===== config.mk =====
export PLATFORM = sky130hd
export DESIGN_NAME = sorted_sequence_reorder_table
export DESIGN_NICKNAME = d
export VERILOG_FILES = /design/src/design/ssrt_pkg.sv /design/src/design/sorted_sequence_reorder_table.sv /design/src/design/ssrt_ctrl.sv /design/src/design/ssrt_datapath.sv
export SDC_FILE = /design/constraint.sdc
export NUM_CORES = 2
export LEC_CHECK = 0
export BUFFER_PORTS_ARGS = -buffer_cell sky130_fd_sc_hd__buf_4
export CORE_AREA = 8 8 555 557
export DETAILED_ROUTE_END_ITERATION = 7
export DIE_AREA = 0 0 563 565
export GPL_ROUTABILITY_DRIVEN = 1
export PLACE_DENSITY_LB_ADDON = 0.25
export RECOVER_POWER = 100
export REMOVE_ABC_BUFFERS = 1
export SLEW_MARGIN = 20
export SYNTH_ARGS = -nofsm -noshare
export SYNTH_HDL_FRONTEND = slang
export SYNTH_SLANG_ARGS = --single-unit

===== constraint.sdc =====
create_clock -name clock -period 6.68 [get_ports clock]
set_clock_uncertainty 0.2 [all_clocks]
set_input_delay 0.668 -clock clock [delete_from_list [all_inputs] [get_ports clock]]
set_output_delay 0.668 -clock clock [all_outputs]
set_load 0.02 [all_outputs]

===== src/design/ssrt_pkg.sv =====
// shared codes and control types for the sorted sequence reorder table
`timescale 1ns / 1ps

package ssrt_pkg;

   localparam int SEQ_W    = 31;
   localparam int TAG_W    = 31;
   localparam int HANDLE_W = 16;
   localparam int RESULT_W = 32;

   // request opcodes
   localparam logic [1:0] OP_INSERT = 2'd0;
   localparam logic [1:0] OP_QUERY  = 2'd1;
   localparam logic [1:0] OP_POP    = 2'd2;
   localparam logic [1:0] OP_NONE   = 2'd3;

   // response status codes
   localparam logic [1:0] ST_OK    = 2'd0;
   localparam logic [1:0] ST_DUP   = 2'd1;
   localparam logic [1:0] ST_FULL  = 2'd2;
   localparam logic [1:0] ST_EMPTY = 2'd3;

   // controller to datapath commands
   typedef struct packed {
      logic capture;
      logic evaluate;
      logic commit;
   } ssrt_cmd_type;

endpackage


===== src/design/sorted_sequence_reorder_table.sv =====
// top level of the sorted sequence reorder table
`timescale 1ns / 1ps

// Receive reorder table holding up to TABLE_DEPTH entries (sequence number,
// base tag, buffer handle) sorted by ascending sequence number in a row of
// register cells. Opcode insert places an entry in order (a duplicate only
// rewrites the tag, a full table drops it), query returns the last sequence
// number of the in-order run at the front (or query_base-1 when the table is
// empty or the base lies below the front entry), pop removes the front entry.
// Every request gives exactly one response transfer. One request is worked on
// at a time in three steps: capture, a parallel compare of all cells,
// and a commit that shifts the cells and loads the response register. The
// next request transfer is taken the cycle after commit; commit waits while
// a previous response is still stalled in the output register.

module sorted_sequence_reorder_table import ssrt_pkg::*; #(
   parameter int TABLE_DEPTH = 16
) (
   input  logic                       clock,
   input  logic                       reset,
   // request channel
   input  logic                       req_valid,
   output logic                       req_stall,
   input  logic [1:0]                 req_opcode,
   input  logic [SEQ_W-1:0]           req_seq_number,
   input  logic [TAG_W-1:0]           req_base_tag,
   input  logic [HANDLE_W-1:0]        req_buffer_handle,
   input  logic [SEQ_W-1:0]           req_query_base,
   // response channel
   output logic                       rsp_valid,
   input  logic                       rsp_stall,
   output logic signed [RESULT_W-1:0] rsp_result_seq,
   output logic [1:0]                 rsp_status,
   output logic [TAG_W-1:0]           rsp_out_tag,
   output logic [HANDLE_W-1:0]        rsp_out_handle
);

   ssrt_cmd_type cmd;

   // sequencing: idle, compare, commit
   ssrt_ctrl u_ctrl (
      .clock     (clock),
      .reset     (reset),
      .req_valid (req_valid),
      .req_stall (req_stall),
      .rsp_valid (rsp_valid),
      .rsp_stall (rsp_stall),
      .cmd       (cmd)
   );

   // cells, flags and response register
   ssrt_datapath #(
      .TABLE_DEPTH (TABLE_DEPTH)
   ) u_datapath (
      .clock             (clock),
      .reset             (reset),
      .cmd               (cmd),
      .req_opcode        (req_opcode),
      .req_seq_number    (req_seq_number),
      .req_base_tag      (req_base_tag),
      .req_buffer_handle (req_buffer_handle),
      .req_query_base    (req_query_base),
      .rsp_result_seq    (rsp_result_seq),
      .rsp_status        (rsp_status),
      .rsp_out_tag       (rsp_out_tag),
      .rsp_out_handle    (rsp_out_handle)
   );

endmodule


===== src/design/ssrt_ctrl.sv =====
// controller state machine for the sorted sequence reorder table
`timescale 1ns / 1ps

module ssrt_ctrl import ssrt_pkg::*; (
   input  logic         clock,
   input  logic         reset,
   input  logic         req_valid,
   output logic         req_stall,
   output logic         rsp_valid,
   input  logic         rsp_stall,
   output ssrt_cmd_type cmd
);

   localparam logic [1:0] S_IDLE   = 2'd0;
   localparam logic [1:0] S_EVAL   = 2'd1;
   localparam logic [1:0] S_COMMIT = 2'd2;

   logic [1:0] state_ff, state_in;
   logic       rsp_valid_ff, rsp_valid_in;
   logic       out_busy;

   assign out_busy     = rsp_valid_ff && rsp_stall;
   assign req_stall    = (state_ff != S_IDLE);
   assign cmd.capture  = req_valid && (state_ff == S_IDLE);
   assign cmd.evaluate = (state_ff == S_EVAL);
   assign cmd.commit   = (state_ff == S_COMMIT) && !out_busy;
   assign rsp_valid    = rsp_valid_ff;

   always_comb begin
      state_in = state_ff;
      unique case (state_ff)
         S_IDLE: begin
            if (req_valid) state_in = S_EVAL;
         end
         S_EVAL: begin
            state_in = S_COMMIT;
         end
         S_COMMIT: begin
            if (!out_busy) state_in = S_IDLE;
         end
         default: begin
            state_in = S_IDLE;
         end
      endcase
   end

   always_comb begin
      rsp_valid_in = rsp_valid_ff;
      if (cmd.commit) begin
         rsp_valid_in = 1'b1;
      end else if (rsp_valid_ff && !rsp_stall) begin
         rsp_valid_in = 1'b0;
      end
   end

   always_ff @(posedge clock) begin
      if (reset) begin
         state_ff     <= S_IDLE;
         rsp_valid_ff <= 1'b0;
      end else begin
         state_ff     <= state_in;
         rsp_valid_ff <= rsp_valid_in;
      end
   end

endmodule


===== src/design/ssrt_datapath.sv =====
// sorted cell row, compare flags and response register
`timescale 1ns / 1ps

module ssrt_datapath import ssrt_pkg::*; #(
   parameter int TABLE_DEPTH = 16
) (
   input  logic                       clock,
   input  logic                       reset,
   input  ssrt_cmd_type               cmd,
   input  logic [1:0]                 req_opcode,
   input  logic [SEQ_W-1:0]           req_seq_number,
   input  logic [TAG_W-1:0]           req_base_tag,
   input  logic [HANDLE_W-1:0]        req_buffer_handle,
   input  logic [SEQ_W-1:0]           req_query_base,
   output logic signed [RESULT_W-1:0] rsp_result_seq,
   output logic [1:0]                 rsp_status,
   output logic [TAG_W-1:0]           rsp_out_tag,
   output logic [HANDLE_W-1:0]        rsp_out_handle
);

   localparam int CW = $clog2(TABLE_DEPTH + 1);
   localparam int D  = TABLE_DEPTH;

   // latched request
   logic [1:0]          op_ff;
   logic [SEQ_W-1:0]    seq_ff;
   logic [TAG_W-1:0]    tag_ff;
   logic [HANDLE_W-1:0] handle_ff;
   logic [SEQ_W-1:0]    base_ff;

   // sorted cells
   logic [SEQ_W-1:0]    cell_seq_ff    [D];
   logic [TAG_W-1:0]    cell_tag_ff    [D];
   logic [HANDLE_W-1:0] cell_handle_ff [D];
   logic [SEQ_W-1:0]    cell_seq_in    [D];
   logic [TAG_W-1:0]    cell_tag_in    [D];
   logic [HANDLE_W-1:0] cell_handle_in [D];
   logic [CW-1:0]       count_ff, count_in;

   // per-cell compare flags
   logic [D-1:0] lt_ff, eq_ff, brk_ff;
   logic [D-1:0] lt_in, eq_in, brk_in;
   logic [D-1:0] lt_prev;
   logic         below_ff, below_in;

   // response register
   logic [RESULT_W-1:0] res_seq_ff, res_seq_in;
   logic [1:0]          res_status_ff, res_status_in;
   logic [TAG_W-1:0]    res_tag_ff, res_tag_in;
   logic [HANDLE_W-1:0] res_handle_ff, res_handle_in;

   logic                empty, full, dup, found;
   logic [SEQ_W-1:0]    run_end;

   assign empty   = (count_ff == '0);
   assign full    = (count_ff == CW'(D));
   assign dup     = |eq_ff;
   assign lt_prev = {lt_ff[D-2:0], 1'b1};

   // compare stage
   always_comb begin
      for (int i = 0; i < D; i++) begin
         lt_in[i] = (CW'(i) < count_ff) && (cell_seq_ff[i] < seq_ff);
         eq_in[i] = (CW'(i) < count_ff) && (cell_seq_ff[i] == seq_ff);
      end
      for (int i = 0; i < D - 1; i++) begin
         brk_in[i] = !(CW'(i + 1) < count_ff) ||
                     (({1'b0, cell_seq_ff[i]} + 32'd1) != {1'b0, cell_seq_ff[i + 1]});
      end
      brk_in[D-1] = 1'b1;
      below_in    = base_ff < cell_seq_ff[0];
   end

   // end of the run starting at the front cell
   always_comb begin
      found   = 1'b0;
      run_end = '0;
      for (int i = 0; i < D; i++) begin
         if (brk_ff[i] && !found) begin
            run_end = cell_seq_ff[i];
            found   = 1'b1;
         end
      end
   end

   // commit stage
   always_comb begin
      for (int i = 0; i < D; i++) begin
         cell_seq_in[i]    = cell_seq_ff[i];
         cell_tag_in[i]    = cell_tag_ff[i];
         cell_handle_in[i] = cell_handle_ff[i];
      end
      count_in      = count_ff;
      res_seq_in    = '0;
      res_status_in = ST_OK;
      res_tag_in    = '0;
      res_handle_in = '0;
      unique case (op_ff)
         OP_INSERT: begin
            if (dup) begin
               res_status_in = ST_DUP;
               for (int i = 0; i < D; i++) begin
                  if (eq_ff[i]) cell_tag_in[i] = tag_ff;
               end
            end else if (full) begin
               res_status_in = ST_FULL;
            end else begin
               count_in = count_ff + CW'(1);
               for (int i = 0; i < D; i++) begin
                  if (!lt_ff[i] && lt_prev[i]) begin
                     cell_seq_in[i]    = seq_ff;
                     cell_tag_in[i]    = tag_ff;
                     cell_handle_in[i] = handle_ff;
                  end
               end
               for (int i = 1; i < D; i++) begin
                  if (!lt_ff[i] && !lt_prev[i]) begin
                     cell_seq_in[i]    = cell_seq_ff[i - 1];
                     cell_tag_in[i]    = cell_tag_ff[i - 1];
                     cell_handle_in[i] = cell_handle_ff[i - 1];
                  end
               end
            end
         end
         OP_QUERY: begin
            if (empty || below_ff) res_seq_in = {1'b0, base_ff} - 32'd1;
            else                   res_seq_in = {1'b0, run_end};
         end
         OP_POP: begin
            if (empty) begin
               res_status_in = ST_EMPTY;
            end else begin
               res_seq_in    = {1'b0, cell_seq_ff[0]};
               res_tag_in    = cell_tag_ff[0];
               res_handle_in = cell_handle_ff[0];
               count_in      = count_ff - CW'(1);
               for (int i = 0; i < D - 1; i++) begin
                  cell_seq_in[i]    = cell_seq_ff[i + 1];
                  cell_tag_in[i]    = cell_tag_ff[i + 1];
                  cell_handle_in[i] = cell_handle_ff[i + 1];
               end
            end
         end
         OP_NONE: begin
            res_status_in = ST_OK;
         end
         default: begin
            res_status_in = ST_OK;
         end
      endcase
   end

   always_ff @(posedge clock) begin
      if (reset) begin
         count_ff <= '0;
      end else if (cmd.commit) begin
         count_ff <= count_in;
      end
   end

   always_ff @(posedge clock) begin
      if (cmd.capture) begin
         op_ff     <= req_opcode;
         seq_ff    <= req_seq_number;
         tag_ff    <= req_base_tag;
         handle_ff <= req_buffer_handle;
         base_ff   <= req_query_base;
      end
      if (cmd.evaluate) begin
         lt_ff    <= lt_in;
         eq_ff    <= eq_in;
         brk_ff   <= brk_in;
         below_ff <= below_in;
      end
      if (cmd.commit) begin
         for (int i = 0; i < D; i++) begin
            cell_seq_ff[i]    <= cell_seq_in[i];
            cell_tag_ff[i]    <= cell_tag_in[i];
            cell_handle_ff[i] <= cell_handle_in[i];
         end
         res_seq_ff    <= res_seq_in;
         res_status_ff <= res_status_in;
         res_tag_ff    <= res_tag_in;
         res_handle_ff <= res_handle_in;
      end
   end

   assign rsp_result_seq = $signed(res_seq_ff);
   assign rsp_status     = res_status_ff;
   assign rsp_out_tag    = res_tag_ff;
   assign rsp_out_handle = res_handle_ff;

endmodule


==> results.yml <==
synthesis:
  syn_area_um2: 104000
  ys_async_sr_fraction_pct: 0
  yosys_warnings: 0
  ys_types: 90
  synth_edf_count: 1488
  synth-simple-area-share_pct: 14.4
  avgSynthCellArea_um2: 9.68
  yosys-top-cells-count: "1537 x nand2_1, 1488 x edfxtp_1, 1392 x o21ai_0, 1172 x mux2i_1, 904 x clkbuf_1"
  yosys-top-cells-area: "edfxtp_1 43%, mux2i_1 11%, o21ai_0 6.7%"
  yosysSeqAreaShare_pct: 43.1
  muxShareOfSynthArea_pct: 12.2
  synth_compound_area_share_pct: 14.5
  yosys.area_share.adder_pct: 6.60
  synth-main-ff-cell: "edfxtp_1"
  synth-xor-area-share_pct: 4.97
  synth_top_family_by_area: "compound AO/OA/AOI/OAI gates"
  ys_ff_latch: 1496
  synthMostInstantiatedCell: "nand2_1"
  netlist.area_leader.share_pct: 42.9
  yosysTopAreaCell: "edfxtp_1"
  synthCells: 10800
sta:
  fmax_mhz: 162
  fin_crit_sh_pct: 92.4
  hold_viol_final: 0
  setup-violations-final: 0
  setup_tns_ns: 0
  drv_slew: 1778
  tightest_slew_ns: 3.91
  rsz0062_at_grt: "no"
  worst_slack_ns: 0.506
  fin_crit_ns: 6.17
  max-slew-margin-rel_pct: -161
critical_path:
  crit_start: "u_datapath.seq_ff[16]"
  cp_top_family: "buffers and inverters"
  rr_startpoint: "u_datapath.seq_ff[16]"
  r2r_cells: 7
  cpMaxStageDelayCell: "clkbuf_1"
  cp_max_fo: 17
  cp-start-kind: "flip-flop"
  crit_path_end_kind: "flip-flop"
  worst-path-stages: 7
  slowest_delay_ns: 2.29
  path_buf_inv: 3
  cp_cell_sequence: "clkbuf_1 -> inv_1 -> buf_4 -> ha_1 -> nand3_1 -> or4_1 -> nor3_1"
  required_ns: 6.98
  arrival_ns: 6.47
  setup.worst_path.class: "flip-flop to flip-flop"
grt:
  grt_use_total_pct: 31.7
  grt_pass1_wl_mm: 722
  grt_overflow_total: 0
  antenna_found_initial: 48
  grt_max_degree: 277
  grt_pass1_vias: 89200
cts:
  ctsHtreeMaxLevel: 4
  insertion_delay_ns: 0.93
  cts_resized: 0
  post-cts-setup-buffers: 0
  clk_pin_slew_worst_paths_ns: 0.06
  clockBufferDepth: 4
  clkSinkCount: 1496
  root_buffer: "clkbuf_16"
  cts_tree: "yes"
  cts_buffers: 191
routing:
  vias: 94400
  ant_nets: 0
  drtPass1Iterations: 8
  first_iter_violations: 14300
  drc: 8
  post_drt_wl_per_cell_um: 36.0
  drt-vias-per-instance: 6.41
  wirelength_mm: 530
final_layout:
  fill_cells: 29500
  area_growth_pct: 12.2
  fin_util_pct: 39.1
  regArea_um2: 44800
  drive_above_1_share_pct: 8.34
  multiInputGateArea_um2: 55300
  nNetsFinal: 11300
die:
  die_area_um2: 318000
  fp.dieW_um: 563
  fp-row-count: 201
  die_h_um: 565
  io_pins: 198
  initial_utilization_pct: 34.8
  coreArea_um2: 299000
pwr:
  leakage_uw: 0.0396
  p_per_area_nw_per_um2: 202
  irDropWorstVdd_mv: 0.228
run:
  drv_cap: 46
placement:
  gp_congestion: 1.03
  io_buffers: 197
  dp_hpwl_mm: 360
  place_ws_ns: 1.93
status:
  status: "finished, violations left"
  failed_checks: "DRC, capacitance limit, slew limit"
hold_path:
  holdPathStages: 2
  holdCritPathClass: "input port to flip-flop"
  min_from: "req_base_tag[0]"
==> worst paths after layout <==
path	to	slack, ns
worst min register to register	u_datapath.cell_handle_ff[1][101]	0.29
worst max-delay path	u_datapath.eq_ff[14]	0.51
worst max register to register	u_datapath.eq_ff[14]	0.51
worst min-delay path	u_datapath.tag_ff[0]	0.26
==> placed cells by master (no fill, tap or decap), types with 214 or more instances in the layout <==
cell type and count:
xnor2_1 368, xor2_1 223, nor2_1 333, a21oi_1 312, nand4_1 214, edfxtp_1 1488, buf_4 294, nand2_1 1537
o21ai_0 1393, nand3_1 224, mux2i_1 1172, ha_1 546
==> power breakdown <==
part	total, uW	internal, uW	switching [uW]	leakage (uW)
Sequential	10700	10500	251	0.0137
Combinational	2320	748	1570	0.0229
Clock	10600	5970	4600	0.00298
Total	23600	17200	6420	0.0396
==> routing by layer <==
layer  wire length (um)  global-route usage [%]  vias to the layer above  part of all wire, %
met2             222000                    47.0                     6437                   42
met3              60200                    8.55                     1590                   11
met4              38500                    19.2                       10                  7.3
li1                   -                       -                    39500                    -
met1             210000                    41.3                    46900                   40
met5                 68                       0                        -                0.013
==> cell families after synthesis <==
| family | count (synthesis) |
|---|---|
| buffers and inverters | 1175 |
| muxes | 1258 |
| xor gates and xnor gates | 591 |
| AOI/OAI and AO/OA | 2532 |
| and+or+nand+nor | 3156 |
| adders and majority gates | 549 |
| DFF | 1496 |
==> through the flow <==
step	hold slack (ns)	std cells	area [um^2]	power, uW
floorplan	0.261	9744	100000	12700
global placement	0.301	14300	110000	13000
detailed placement	0.315	14300	110000	13100
CTS	0.176	14700	118000	23700
global route	0.239	14700	117000	24200
finish	0.260	14700	117000	23600
==> flip-flops by register name (all words and copies together), names as in the netlist, 16 cells and up <==
register	flops
u_datapath.base_ff	31
u_datapath.cell_handle_ff	256
u_datapath.cell_seq_ff	496
u_datapath.cell_tag_ff	496
u_datapath.eq_ff	16
u_datapath.handle_ff	16
u_datapath.lt_ff	16
u_datapath.rsp_out_handle	16
u_datapath.rsp_out_tag	31
u_datapath.rsp_result_seq	32
u_datapath.seq_ff	31
u_datapath.tag_ff	31
==> area by class of cell <==
type	count	share of cell area (%)
Clock inverter	121	1.06
Multi-Input combinational cell	8086	47.3
Antenna cell	22	0.0471
Sequential cell	1496	38.4
Tap cell	3958	4.24
Clock buffer	222	4.19
Inverter	162	0.522
Timing Repair Buffer	676	4.20
==> timing repair <==
item | CTS | global route
setup endpoints to repair | 0 | 0
endpoints found under the hold margin | 119 | 0
hold buffers | 115 | 0
No activity file was read; power rests on OpenSTA's default activity.
